**config.mk**
```make
export PLATFORM = sky130hd
export DESIGN_NAME = lexical_token_scanner
export DESIGN_NICKNAME = d
export VERILOG_FILES = /design/src/lts_pkg.sv /design/src/lexical_token_scanner.sv /design/src/lts_front.sv /design/src/lts_queue.sv /design/src/lts_back.sv
export SDC_FILE = /design/constraint.sdc
export NUM_CORES = 1
export LEC_CHECK = 0
export ABC_AREA = 1
export BUFFER_PORTS_ARGS = -buffer_cell sky130_fd_sc_hd__buf_2
export CAP_MARGIN = 25
export CORE_ASPECT_RATIO = 1.4
export CORE_MARGIN = 2
export CORE_UTILIZATION = 58
export CTS_CLUSTER_DIAMETER = 40
export DETAILED_ROUTE_END_ITERATION = 10
export PLACE_DENSITY_LB_ADDON = 0.3
export SETUP_SLACK_MARGIN = 0.4
export SYNTH_ARGS = -nofsm -noshare
export SYNTH_HDL_FRONTEND = slang
export SYNTH_SLANG_ARGS = --single-unit
```
**constraint.sdc**
```tcl
create_clock -name clk -period 7.4 [get_ports clk]
set_input_delay 0.37 -clock clk [delete_from_list [all_inputs] [get_ports clk]]
set_output_delay 0.37 -clock clk [all_outputs]
set_load 0.01 [all_outputs]
```
**src/lts_pkg.sv**
```systemverilog
`default_nettype none

package lts_pkg;

  // Default length cap for a token; the counter never exceeds 127
  localparam int MAX_TOKEN_BYTES_DEF = 127;
  localparam int LEN_LIMIT           = 127;

  // Entries in the queue between front and back
  localparam int QUEUE_DEPTH = 4;

  // Keywords packed as the first bytes of a token, first byte lowest
  localparam logic [31:0] KW_IF   = 32'h0000_6669;
  localparam logic [31:0] KW_ELSE = 32'h6573_6c65;

  typedef enum logic [2:0] {
    KIND_IDENT   = 3'd0,
    KIND_NUMBER  = 3'd1,
    KIND_OPER    = 3'd2,
    KIND_SPECIAL = 3'd3,
    KIND_KEYWORD = 3'd4,
    KIND_END     = 3'd5,
    KIND_UNKNOWN = 3'd6
  } tok_kind_t;

  typedef struct packed {
    tok_kind_t   kind;
    logic [6:0]  length;
    logic [31:0] start;
  } token_t;

  // One queue entry: all tokens caused by one input byte
  typedef struct packed {
    token_t a;
    logic   has_b;
    token_t b;
  } entry_t;

endpackage

`default_nettype wire

```
**src/lexical_token_scanner.sv**
```systemverilog
// Lexical token scanner.
// Input stream (s_*): one text byte per transfer in s_tdata[7:0]; s_tuser high
// marks end of text (the byte is then ignored). Output stream (m_*): one token
// per transfer, m_tuser holds the kind, m_tdata holds length [6:0] and start
// offset [38:7]; m_tlast marks the last token caused by one input byte.
// Throughput: one input byte per cycle. A byte that both ends a token and forms
// one (operator, special, end marker after pending text) yields two tokens and
// occupies the output for both; a 4-entry queue between the classifier and
// the output stage absorbs these, so input stalls only when it fills.
// With the output stage idle, the first token of a byte is written to the
// queue and then loaded into the output register; a second token follows once
// the first is taken, and tokens behind earlier queue entries wait their turn.
// Reset (rst, synchronous) clears the pending token, the byte offset and the
// queue. When the receiver holds m_tready low, tokens wait in the output
// register and the queue; s_tready drops once the queue is full.
`default_nettype none

module lexical_token_scanner
  import lts_pkg::*;
#(
  parameter int MAX_TOKEN_BYTES = MAX_TOKEN_BYTES_DEF
) (
  input  wire logic        clk,
  input  wire logic        rst,
  input  wire logic        s_tvalid,
  output logic             s_tready,
  input  wire logic [7:0]  s_tdata,   // [7:0] in_byte
  input  wire logic        s_tuser,   // [0] end_of_input
  output logic             m_tvalid,
  input  wire logic        m_tready,
  output logic [39:0]      m_tdata,   // [6:0] token_length, [38:7] token_start,
                                      // [39] zero
  output logic [2:0]       m_tuser,   // [2:0] token_kind
  output logic             m_tlast    // last_of_run
);

  logic   q_full, q_push, q_empty, q_pop;
  entry_t q_wdata, q_rdata;

  lts_front #(
    .MAX_TOKEN_BYTES(MAX_TOKEN_BYTES)
  ) u_front (
    .clk      (clk),
    .rst      (rst),
    .s_tvalid (s_tvalid),
    .s_tready (s_tready),
    .s_tdata  (s_tdata),
    .s_tuser  (s_tuser),
    .q_full   (q_full),
    .q_push   (q_push),
    .q_entry  (q_wdata)
  );

  lts_queue u_queue (
    .clk     (clk),
    .rst     (rst),
    .wr_en   (q_push && s_tvalid && s_tready),
    .wr_data (q_wdata),
    .full    (q_full),
    .rd_en   (q_pop),
    .rd_data (q_rdata),
    .empty   (q_empty)
  );

  lts_back u_back (
    .clk      (clk),
    .rst      (rst),
    .q_empty  (q_empty),
    .q_data   (q_rdata),
    .q_pop    (q_pop),
    .m_tvalid (m_tvalid),
    .m_tready (m_tready),
    .m_tdata  (m_tdata),
    .m_tuser  (m_tuser),
    .m_tlast  (m_tlast)
  );

endmodule

`default_nettype wire

```
**src/lts_front.sv**
```systemverilog
`default_nettype none

module lts_front
  import lts_pkg::*;
#(
  parameter int MAX_TOKEN_BYTES = MAX_TOKEN_BYTES_DEF
) (
  input  wire logic       clk,
  input  wire logic       rst,
  input  wire logic       s_tvalid,
  output logic            s_tready,
  input  wire logic [7:0] s_tdata,   // [7:0] in_byte
  input  wire logic       s_tuser,   // [0] end_of_input
  input  wire logic       q_full,
  output logic            q_push,
  output entry_t          q_entry
);

  localparam int LEN_CAP = (MAX_TOKEN_BYTES > LEN_LIMIT) ? LEN_LIMIT : MAX_TOKEN_BYTES;
  localparam logic [6:0] CAP7 = 7'(LEN_CAP);

  logic [6:0]  pending_length, pending_length_next;
  logic [31:0] prefix_bytes, prefix_bytes_next;
  logic [2:0]  class_flags, class_flags_next;
  logic [31:0] pending_start, pending_start_next;
  logic [31:0] byte_offset, byte_offset_next;

  logic        accept;
  logic [7:0]  c;
  logic        c_digit, c_alpha, c_space, c_oper, c_special;
  logic        has_pend;
  tok_kind_t   pend_kind;
  token_t      pend_tok, end_tok, single_tok;

  assign s_tready = !q_full;
  assign accept   = s_tvalid && s_tready;
  assign c        = s_tdata;

  // Byte classes
  always_comb begin
    c_digit   = (c >= 8'h30) && (c <= 8'h39);
    c_alpha   = ((c >= 8'h61) && (c <= 8'h7a)) || ((c >= 8'h41) && (c <= 8'h5a)) ||
                (c == 8'h5f);
    c_space   = (c == 8'h20) || ((c >= 8'h09) && (c <= 8'h0d));
    c_oper    = (c == 8'h2b) || (c == 8'h2d) || (c == 8'h2a) || (c == 8'h2f) ||
                (c == 8'h25) || (c == 8'h3c) || (c == 8'h3d) || (c == 8'h3e);
    c_special = (c == 8'h28) || (c == 8'h29) || (c == 8'h7b) || (c == 8'h7d) ||
                (c == 8'h3b) || (c == 8'h3a) || (c == 8'h2c) || (c == 8'h27) ||
                (c == 8'h22);
  end

  // Class of the pending token
  always_comb begin
    if ((pending_length == 7'd2) && (prefix_bytes == KW_IF)) begin
      pend_kind = KIND_KEYWORD;
    end else if ((pending_length == 7'd4) && (prefix_bytes == KW_ELSE)) begin
      pend_kind = KIND_KEYWORD;
    end else if (class_flags[2]) begin
      pend_kind = KIND_UNKNOWN;
    end else if (class_flags[0]) begin
      pend_kind = KIND_NUMBER;
    end else if (class_flags[1]) begin
      pend_kind = KIND_IDENT;
    end else begin
      pend_kind = KIND_UNKNOWN;
    end
  end

  assign has_pend = (pending_length != 7'd0);

  always_comb begin
    pend_tok.kind     = pend_kind;
    pend_tok.length   = pending_length;
    pend_tok.start    = pending_start;
    end_tok.kind      = KIND_END;
    end_tok.length    = 7'd0;
    end_tok.start     = byte_offset;
    single_tok.kind   = c_oper ? KIND_OPER : KIND_SPECIAL;
    single_tok.length = 7'd1;
    single_tok.start  = byte_offset;
  end

  // Next state and queue entry
  always_comb begin
    pending_length_next = pending_length;
    prefix_bytes_next   = prefix_bytes;
    class_flags_next    = class_flags;
    pending_start_next  = pending_start;
    byte_offset_next    = byte_offset + 32'd1;
    q_push              = 1'b0;
    q_entry.a           = pend_tok;
    q_entry.has_b       = 1'b0;
    q_entry.b           = end_tok;

    if (s_tuser) begin
      // end marker: flush, end token, clear everything
      q_push              = 1'b1;
      q_entry.has_b       = has_pend;
      if (!has_pend) q_entry.a = end_tok;
      pending_length_next = '0;
      prefix_bytes_next   = '0;
      class_flags_next    = '0;
      pending_start_next  = '0;
      byte_offset_next    = '0;
    end else if (c_space) begin
      q_push              = has_pend;
      pending_length_next = '0;
      prefix_bytes_next   = '0;
      class_flags_next    = '0;
      pending_start_next  = '0;
    end else if (c_oper || c_special) begin
      q_push              = 1'b1;
      q_entry.has_b       = has_pend;
      q_entry.b           = single_tok;
      if (!has_pend) q_entry.a = single_tok;
      pending_length_next = '0;
      prefix_bytes_next   = '0;
      class_flags_next    = '0;
      pending_start_next  = '0;
    end else begin
      // append to pending token
      if (!has_pend) begin
        pending_start_next = byte_offset;
        prefix_bytes_next  = {24'd0, c};
        class_flags_next   = {1'b0, c_alpha && !c_digit, c_digit};
      end else begin
        if (pending_length < 7'd4) begin
          prefix_bytes_next[{pending_length[1:0], 3'b000} +: 8] = c;
        end
        class_flags_next[2] = class_flags[2] ||
                              (class_flags[0] && !c_digit) ||
                              (class_flags[1] && !c_digit && !c_alpha);
      end
      if (pending_length < CAP7) pending_length_next = pending_length + 7'd1;
    end
  end

  always_ff @(posedge clk) begin
    if (rst) begin
      pending_length <= '0;
      prefix_bytes   <= '0;
      class_flags    <= '0;
      pending_start  <= '0;
      byte_offset    <= '0;
    end else if (accept) begin
      pending_length <= pending_length_next;
      prefix_bytes   <= prefix_bytes_next;
      class_flags    <= class_flags_next;
      pending_start  <= pending_start_next;
      byte_offset    <= byte_offset_next;
    end
  end

endmodule

`default_nettype wire

```
**src/lts_queue.sv**
```systemverilog
`default_nettype none

module lts_queue
  import lts_pkg::*;
(
  input  wire logic   clk,
  input  wire logic   rst,
  input  wire logic   wr_en,
  input  entry_t      wr_data,
  output logic        full,
  input  wire logic   rd_en,
  output entry_t      rd_data,
  output logic        empty
);

  localparam int PW = (QUEUE_DEPTH > 1) ? $clog2(QUEUE_DEPTH) : 1;
  localparam int CW = $clog2(QUEUE_DEPTH + 1);
  localparam logic [CW-1:0] DEPTH_C = CW'(QUEUE_DEPTH);
  localparam logic [PW-1:0] LAST_P  = PW'(QUEUE_DEPTH - 1);

  entry_t          mem [QUEUE_DEPTH];
  logic [PW-1:0]   wr_ptr, rd_ptr;
  logic [CW-1:0]   count;
  logic            do_wr, do_rd;

  assign full    = (count == DEPTH_C);
  assign empty   = (count == '0);
  assign do_wr   = wr_en && !full;
  assign do_rd   = rd_en && !empty;
  assign rd_data = mem[rd_ptr];

  // Storage
  always_ff @(posedge clk) begin
    if (do_wr) mem[wr_ptr] <= wr_data;
  end

  // Pointers and fill count
  always_ff @(posedge clk) begin
    if (rst) begin
      wr_ptr <= '0;
      rd_ptr <= '0;
      count  <= '0;
    end else begin
      if (do_wr) wr_ptr <= (wr_ptr == LAST_P) ? '0 : wr_ptr + PW'(1);
      if (do_rd) rd_ptr <= (rd_ptr == LAST_P) ? '0 : rd_ptr + PW'(1);
      if (do_wr && !do_rd) begin
        count <= count + CW'(1);
      end else if (do_rd && !do_wr) begin
        count <= count - CW'(1);
      end
    end
  end

  a_no_overflow: assert property (@(posedge clk) disable iff (rst)
    !(wr_en && full))
    else $error("queue written while full");

endmodule

`default_nettype wire

```
**src/lts_back.sv**
```systemverilog
`default_nettype none

module lts_back
  import lts_pkg::*;
(
  input  wire logic        clk,
  input  wire logic        rst,
  input  wire logic        q_empty,
  input  entry_t           q_data,
  output logic             q_pop,
  output logic             m_tvalid,
  input  wire logic        m_tready,
  output logic [39:0]      m_tdata,  // [6:0] token_length, [38:7] token_start,
                                     // [39] zero
  output logic [2:0]       m_tuser,  // [2:0] token_kind
  output logic             m_tlast   // last_of_run
);

  entry_t  rec;
  logic    busy;
  logic    phase;
  token_t  cur;
  logic    done;

  assign cur      = phase ? rec.b : rec.a;
  assign m_tvalid = busy;
  assign m_tlast  = phase || !rec.has_b;
  assign m_tdata  = {1'b0, cur.start, cur.length};
  assign m_tuser  = cur.kind;
  assign done     = busy && m_tready && m_tlast;
  assign q_pop    = !q_empty && (!busy || done);

  // Output record, one or two transfers per entry
  always_ff @(posedge clk) begin
    if (q_pop) rec <= q_data;
  end

  always_ff @(posedge clk) begin
    if (rst) begin
      busy  <= 1'b0;
      phase <= 1'b0;
    end else if (q_pop) begin
      busy  <= 1'b1;
      phase <= 1'b0;
    end else if (done) begin
      busy  <= 1'b0;
      phase <= 1'b0;
    end else if (busy && m_tready) begin
      phase <= 1'b1;
    end
  end

  a_phase_needs_b: assert property (@(posedge clk) disable iff (rst)
    busy && phase |-> rec.has_b)
    else $error("second token sent from a single-token entry");

  a_end_is_last: assert property (@(posedge clk) disable iff (rst)
    m_tvalid && (cur.kind == KIND_END) |-> m_tlast)
    else $error("end token not last of run");

  a_len_nonzero: assert property (@(posedge clk) disable iff (rst)
    m_tvalid && (cur.kind != KIND_END) |-> (cur.length != 7'd0))
    else $error("empty token sent");

endmodule

`default_nettype wire

```
==> impl_metrics.ini, run 1 <==
[placement]
place_inst = 2371
gp_congestion = 0.9336
hpwl_um = 30890
dpl_cell_area_mm2 = 0.02129
pre_cts_slack_ns = 3.605
io_buffers = 57

[sta]
worst_slew_pin_slew_ns = 0.9783
period_minus_slack_ns = 3.700
timing.slew.headroom_pct = 34.78
setup_ws_ns = 3.700
max_freq_mhz = 270.3
timing.final.crit_share_pct = 50.00
skew_ns = 0.02786
final_hold_viol_count = 0
setup-violations-final = 0
slew_violations = 0
finalSetupTns_ns = 0
rsz0062_at_grt = no
whs_ns = 0.1562

[layout]
nFillCells = 2666
multi_input_comb_area_mm2 = 0.005757
layout_common_cells = edfxtp_1, nand2_1, nor2_1
final_common_cell = edfxtp_1
stdcell_count = 2470
post-route-util_pct = 66.15
finish.instance_area_mm2 = 0.02320
diodes = 0
areaGrowthSynthToFinish_pct = 12.00
num-nets-final = 1998
regArea_mm2 = 0.01402
drive_above_1_share_pct = 10.97

[floorplanning]
initial_core_util_pct = 59.07
io_pins = 59
die_w_um = 163.7
die_h_um = 227.6
die_area_mm2 = 0.03726
core.rowCount = 81
coreArea_mm2 = 0.03507

[logic_synthesis]
synth-seq-cells = 505
syn-num-nets = 1966
synth-seq-area-share_pct = 67.66
synth.area.top_cells = edfxtp_1, dfxtp_1, nand2_1
synth_edf_count = 390
async_reset_ff_share_pct = 0
synth_cell_types = 45
avgSynthCellArea_um2 = 10.68
synthFlopType = edfxtp_1
synth_warnings = 0
synth_top_area_share_pct = 56.54
synth_area_leader_cell = edfxtp_1
synthCells = 1940
netlist_area_mm2 = 0.02071

[detailed_routing]
wl_um = 50330
drtIter0Drc = 1176
route.detailed.drc = 0
vias = 14450
dr.pass1.iters = 5
vias_per_cell = 5.849
drtAntennaViolNets = 0
wl_per_cell_um = 20.38

[power]
total_power_mw = 8.552
vdd_drop_max_uv = 230.0
p_leak_nw = 8.352
power_density_mw_per_mm2 = 368.6

[global_route]
grt_usage_pct = 27.43
grt_first_pass_wirelength_um = 78030
grt_pass1_vias = 14480
grt_max_degree = 93
overflow = 0
antenna_found_initial = 0

[clock_tree]
cts_buffers = 50
root_buffer = clkbuf_16
cts_num_sinks = 505
cts_resized = 0
clk_path_buf_depth = 3
cts_tree = done
post_cts_buffers = 0
clock_latency_ns = 0.58
path_clk_slew_ns = 0.06
cts_hold_buffers = 0
htreeDepth = 2

[setup_path]
cp_max_fo = 40
critical_path_class = flop to flop
endpoint_kind = flop
r2r_cells = 9
rr_endpoint = u_queue.mem[1][15]
rrSetupSlack_ns = 3.70
critical_path_arrival_ns = 3.94
r2r-start = u_front.pending_length[0]
worstSetupStartpointType = flop
worstPathRequired_ns = 7.64

[worst_hold_path]
hold_path.class = input port to flop
hold_depth = 4
min_to = u_back.phase
min-delay-start = m_tready

[run]
cap_violations = 0

[status]
status = completed
-- worst max-delay path, cell delays in order (launching register included) --
cell	delay [ns]
dfxtp_1	0.63
inv_1	0.22
ha_1	0.34
nand2_2	0.18
inv_1	0.15
o21ai_0	0.21
nand2_1	0.34
nor2_4	0.42
buf_4	0.53
buf_16	0.31
-- metal layers --
layer | wire length [um] | track usage [%]
met5 | 0 | 0
met4 | 2346 | 13.61
met3 | 2460 | 3.461
met2 | 27060 | 51.38
met1 | 18460 | 30.46
-- cells by family after synthesis --
| logic type | after synthesis | synth area share [%] |
|---|---|---|
| AO/OA/AOI/OAI | 392 | 10.28 |
| XOR/XNOR | 3 | 0.1269 |
| adder cells (fa/ha/maj) | 13 | 0.8215 |
| buffers and inverters | 233 | 4.730 |
| flip-flops | 505 | 67.66 |
| other | 1 | 0.01811 |
| AND/OR/NAND/NOR | 793 | 16.36 |
-- how the worst max path moves through the flow --
stage,start,end,slack (ns),depth (start not counted)
floorplan,u_back.phase,u_queue.count[1],1.40,13
global placement,u_front.pending_length[0],u_queue.mem[3][11],3.69,8
detailed placement,u_front.pending_length[0],u_queue.mem[0][54],3.60,8
CTS,u_front.pending_length[0],u_queue.mem[0][44],3.60,8
global route,u_front.pending_length[0],u_queue.mem[1][15],3.46,9
finish,u_front.pending_length[0],u_queue.mem[1][15],3.70,9
-- Yosys cell counts, types with 2 or more instances --
cell type    n
a211oi_1     4
a21oi_1     87
buf_1        8
buf_2        8
buf_4        8
buf_6        8
clkbuf_1    67
clkinv_1     2
dfxtp_1    115
edfxtp_1   390
ha_1        12
inv_1      121
inv_2        9
inv_4        2
nand2_1    311
nand2_2      9
nand2_4      4
nand3_1     53
nand3_2      2
nand3_4      2
nand4_1     44
nor2_1     304
nor2_2       4
nor2_4       5
nor3_1      37
nor4_1      14
o21a_1       6
o21ai_0    175
o21ai_1     29
o21ai_2      6
o22ai_1     78
xor2_1       3
-- flip-flops by register name (all words and copies together) (netlist names) --
name and flops:
u_front.pending_length 7, u_queue.mem 312, u_back.rec 78, u_back.phase 1, u_front.pending_start 32, u_queue.rd_ptr 2
u_queue.wr_ptr 2, u_back.m_tvalid 1, u_front.prefix_bytes 32, u_front.byte_offset 32, u_queue.count 3, u_front.class_flags 3
-- area by class of cell --
cell class / count / share of cell area, %
clock buffers: 63 / 6.144
repair buffers: 79 / 2.416
well taps: 456 / 2.460
multi-input cells: 1202 / 24.82
inverters: 134 / 2.201
flip-flops and latches: 505 / 60.44
clock inverters: 31 / 1.526
-- report_power, final --
group          internal (mW)  switching, mW  leakage [nW]
Clock                   1.57           1.10         0.866
Combinational          0.584           1.48          2.88
Sequential              3.64          0.179          4.60
Total                   5.79           2.76          8.35
Power figures use the tool's default switching activity.
==> inputs of run 2 (changes only) <==
CORE_UTILIZATION = 56   (was 58)
clock period = 3.3 ns   (was 7.4 ns; I/O delays follow)
==> run 2 against run 1 <==
  * Worst setup slack lost 3.1 ns
  * Sequential share of layout area is 0.058 points higher
  * Sequential cell count did not move
  * Clock power increased by 110%
  * Critical path depth up 1
  * Worst hold slack got worse by 0.11 ns
  * Clock skew down 0.0057 ns
  * Critical endpoint is now u_queue.mem[0][67]
==> impl_metrics.ini, run 2 (same netlist as run 1, synthesis figures left out) <==
[layout]
reg_top3 = u_queue.mem: 312 flops, u_back.rec: 78 flops
nFillCells = 2834
areaGrowthSynthToFinish_pct = 11.92
final_common_cell = edfxtp_1
finish.instance_area_mm2 = 0.02318
layout_common_cells = edfxtp_1, nand2_1, nor2_1
largest_reg_flops = 312
drive_above_1_share_pct = 11.32
largest_register = u_queue.mem
num-nets-final = 2010
stdcell_count = 2491
post-route-util_pct = 63.41

[global_route]
overflow = 0
grt_usage_pct = 25.09
grt_pass1_vias = 14690
grt_max_degree = 89
antenna_found_initial = 0
grt_first_pass_wirelength_um = 75870

[setup_path]
worstPathRequired_ns = 3.63
critical_path_class = flop to flop
endpoint = u_queue.mem[0][67]
rrSetupSlack_ns = 0.58
r2r_cells = 10
critical_path_arrival_ns = 3.06
rr_endpoint = u_queue.mem[0][67]
r2r-start = u_front.pending_length[6]
endpoint_kind = flop
cp_max_fo = 26
critPathLaunch = u_front.pending_length[6]
worstSetupStartpointType = flop

[clock_tree]
clock_latency_ns = 0.57
htreeDepth = 2
clk_path_buf_depth = 3
root_buffer = clkbuf_16
cts_num_sinks = 505
path_clk_slew_ns = 0.06
post_cts_buffers = 0
cts_tree = done
cts_buffers = 49

[detailed_routing]
drtAntennaViolNets = 0
vias = 14450
wl_um = 48610
wl_per_cell_um = 19.52
route.detailed.drc = 0
vias_per_cell = 5.799
drtIter0Drc = 1155
dr.pass1.iters = 5

[sta]
setup_ws_ns = 0.5762
period_minus_slack_ns = 2.724
max_freq_mhz = 367.1
timing.slew.headroom_pct = 34.73
skew_ns = 0.02214
timing.final.crit_share_pct = 82.54
slew_violations = 0
final_hold_viol_count = 0
worst_slew_pin_slew_ns = 0.9701
setup-violations-final = 0
finalSetupTns_ns = 0
rsz0062_at_grt = no
whs_ns = 0.04804

[placement]
gp_congestion = 0.9749
hpwl_um = 30050
pre_cts_slack_ns = 0.3486
io_buffers = 57
place_inst = 2397
dpl_cell_area_mm2 = 0.02151

[power]
vdd_drop_max_uv = 679.4
power_density_mw_per_mm2 = 807.9
total_power_mw = 18.73
p_leak_nw = 8.340

[status]
status = completed

[floorplanning]
coreArea_mm2 = 0.03656
io_pins = 59
initial_core_util_pct = 56.66
core.rowCount = 83
die_h_um = 231.6
die_w_um = 166.5
die_area_mm2 = 0.03856

[run]
cap_violations = 0

[worst_hold_path]
hold_path.class = input port to flop
[run 2: cell count changes in the layout (fill, tap and decap cells not counted), moves of 5 or more]
cell,previous run,this run
buf_12,1,7
clkbuf_1,5,14
buf_16,5,0
buf_4,15,25
[run 2: where the power goes]
part	internal, mW	switching, mW
Combinational	1.33	3.40
Sequential	8.17	0.277
Clock	3.22	2.33
[run 2: worst min-delay path by stage]
stage	startpoint	to	slack, ns	cells past startpoint
after floorplan	s_tdata[0]	u_front.prefix_bytes[0]	0.33	2
after global placement	u_front.prefix_bytes[7]	u_front.prefix_bytes[7]	0.43	2
after detailed placement	u_front.prefix_bytes[7]	u_front.prefix_bytes[7]	0.44	2
after CTS	s_tdata[6]	u_front.prefix_bytes[6]	0.02	5
after global routing	s_tdata[2]	u_front.prefix_bytes[2]	0.06	3
final	s_tdata[6]	u_front.prefix_bytes[6]	0.05	5
[run 2: routing by layer]
layer / wire length, um / global-route usage [%]
met2: 26200 / 47.00
met3: 2579 / 3.535
met4: 2152 / 13.28
met5: 0 / 0
met1: 17680 / 27.44
[run 2: critical path, stage by stage (launching register included)]
cell	delay [ns]
dfxtp_1	0.37
nor2_1	0.19
nand2_1	0.08
nor2_1	0.24
nand2_2	0.18
nor2_1	0.25
inv_1	0.12
nand2_2	0.31
buf_4	0.37
nor2_1	0.07
a21oi_1	0.30
[run 2: area by class of cell]
type / count / area [um^2] / area share [%]
Clock buffer: 71 / 1434 / 6.186
Tap cell: 467 / 584.3 / 2.521
Antenna cell: 1 / 2.502 / 0.01080
Sequential cell: 505 / 14020 / 60.50
Clock inverter: 19 / 200.2 / 0.8636
Inverter: 134 / 514.2 / 2.218
Timing Repair Buffer: 92 / 643.1 / 2.774
Multi-Input combinational cell: 1202 / 5779 / 24.93
[run 2: what timing repair did]
item	CTS	global route
setup endpoints to repair	1	1
hold buffers	3	0
hold endpoints to repair	4	0
gates resized for setup	1	1
==> inputs of run 3 (changes only) <==
ABC_AREA = 0   (was 1)
CORE_UTILIZATION = 58   (was 56)
clock period = 2.8 ns   (was 3.3 ns; I/O delays follow)
==> run 3 against run 2 <==
  * Via count decreased by 26%
  * Highest routed layer unchanged
  * Design area is 0.33% lower
  * Worst hold slack got worse by 0.021 ns
==> impl_metrics.ini, run 3 <==
[logic_synthesis]
async_reset_ff_share_pct = 0
syn-num-nets = 1150
synth_most_common_cell = edfxtp_1
synth_top_area_share_pct = 59.78
synth-seq-cells = 505
synth_area_leader_cell = edfxtp_1
synth_commonest_cells = edfxtp_1, dfxtp_1, mux4_2
synth_warnings = 0
synthCells = 1124
synth-seq-area-share_pct = 71.53
synthFlopType = edfxtp_1
synth_cell_types = 67
synth_edf_count = 390
avgSynthCellArea_um2 = 17.43
synth.area.top_cells = edfxtp_1, dfxtp_1, mux4_2
netlist_area_mm2 = 0.01959

[clock_tree]
clock_latency_ns = 0.57
cts_num_sinks = 505
htreeDepth = 2
root_buffer = clkbuf_16
path_clk_slew_ns = 0.07
clk_path_buf_depth = 3
cts_buffers = 49
cts_tree = done

[sta]
slew_violations = 0
timing.final.crit_share_pct = 88.95
max_freq_mhz = 401.5
timing.slew.headroom_pct = 52.52
rsz0062_at_grt = yes
period_minus_slack_ns = 2.491
skew_ns = 0.02462
setup-violations-final = 0
worst_slew_pin_slew_ns = 0.7122
finalSetupTns_ns = 0
final_hold_viol_count = 0
whs_ns = 0.02676

[detailed_routing]
dr.pass1.iters = 7
wl_met1_um = 15340
routed-wl-met3_um = 2047
vias = 10640
vias_per_cell = 6.095
top_layer = met4
route.detailed.drc = 0
wl_met2_um = 21530
drtIter0Drc = 776
wl_per_cell_um = 23.03
wl_um = 40220
drtAntennaViolNets = 0

[floorplanning]
coreArea_mm2 = 0.03331
initial_core_util_pct = 58.81
die_w_um = 159.3
die_h_um = 221.5
core.rowCount = 79
io_pins = 59
die_area_mm2 = 0.03528

[setup_path]
critical_path_class = flop to flop
worstSetupStartpointType = flop
endpoint_kind = flop
critical_path_arrival_ns = 2.81
r2r_cells = 8
worstPathRequired_ns = 3.12
rr_endpoint = u_queue.mem[2][71]
rrSetupSlack_ns = 0.31
cp_max_fo = 8
r2r-start = u_front.pending_length[3]

[status]
status = completed

[layout]
diodes = 0
largest_reg_flops = 312
areaGrowthSynthToFinish_pct = 17.93
reg_top3 = u_queue.mem: 312 flops, u_back.rec: 78 flops
final_common_cell = edfxtp_1
regArea_mm2 = 0.01404
num-nets-final = 1286
layout_common_cells = edfxtp_1, dfxtp_1, mux4_2
stdcell_count = 1746
drive_above_1_share_pct = 32.28
multi_input_comb_area_mm2 = 0.005389
largest_register = u_queue.mem
nFillCells = 2119

[power]
p_leak_nw = 7.897
power_density_mw_per_mm2 = 860.7
vdd_drop_max_uv = 647.0

[worst_hold_path]
min-delay-start = s_tuser
hold_path.class = input port to flop
min_to = u_queue.mem[1][83]
hold_depth = 2

[global_route]
grt_max_degree = 81
grt_pass1_vias = 11080
grt_first_pass_wirelength_um = 61740
grt_usage_pct = 22.57
antenna_found_initial = 0
overflow = 0

[placement]
gp_congestion = 0.8701
place_inst = 1613
hpwl_um = 22170
io_buffers = 57

[run]
cap_violations = 0
-- run 3: critical path: stages (launching register included) --
cell	delay [ns]
dfxtp_4	0.34
or4_4	0.54
or3_4	0.37
buf_6	0.13
nor2_4	0.13
buf_6	0.14
buf_6	0.11
buf_16	0.15
mux2_4	0.34
-- run 3: per-layer routing --
metal | vias up | GRT usage [%]
li1 | 4771 | -
met4 | 0 | 8.094
met1 | 5499 | 27.15
met2 | 294 | 40.97
met3 | 78 | 3.861
met5 | - | 0
-- run 3: metrics by stage --
stage	power, mW	instance area [um^2]	util, %	worst slack, ns
floorplan	12.11	19670	-	-0.3997
global placement	13.35	20770	62.34	0.2445
detailed placement	13.44	20770	62.34	0.2047
CTS	20.03	22770	68.34	0.2504
global route	20.64	23100	69.36	0.2797
finish	19.88	23100	69.36	0.3093
-- run 3: worst max path at each step --
| stage | startpoint | to | slack [ns] | depth (start not counted) |
|---|---|---|---|---|
| finish | u_front.pending_length[3] | u_queue.mem[2][71] | 0.31 | 8 |
| global route | u_front.pending_length[3] | u_queue.mem[0][71] | 0.28 | 8 |
| CTS | u_front.pending_length[3] | u_queue.mem[2][65] | 0.25 | 7 |
| detailed placement | u_front.pending_length[3] | u_queue.mem[0][69] | 0.20 | 6 |
| global placement | s_tdata[0] | u_queue.count[2] | 0.24 | 11 |
| floorplan | u_back.phase | u_queue.count[2] | -0.40 | 11 |
-- run 3: cell type report --
| cell class | instances | share of cell area (%) |
|---|---|---|
| inverters | 20 | 0.3249 |
| clock buffers | 57 | 5.665 |
| repair buffers | 147 | 6.152 |
| flip-flops and latches | 505 | 60.77 |
| clock inverters | 35 | 1.348 |
| multi-input cells | 537 | 23.33 |
| well taps | 445 | 2.410 |
-- run 3: report_power, final --
group / switching, mW / total [mW] / internal, mW
Sequential: 0.404 / 9.64 / 9.24
Combinational: 1.96 / 3.73 / 1.77
Clock: 2.89 / 6.51 / 3.62
-- run 3: kinds of logic (layout without fill, tap and decap cells) --
group	after synthesis	count (layout)	share of synthesized area (%)
flops	505	505	71.53
simple gates	201	204	5.710
compound gates	150	150	5.761
mux	150	150	13.07
buf+inv	85	259	2.184
xor+xnor	19	19	0.8495
fa+ha+maj	13	13	0.8686
other cells	1	1	0.01914
-- run 3: timing repair --
item,CTS,global route
hold buffers,8,0
endpoints found under the hold margin,27,0
endpoints found under the setup margin,380,280
gates cloned,3,8
gates resized for setup,35,34
pin swaps,4,8
buffers inserted,11,11
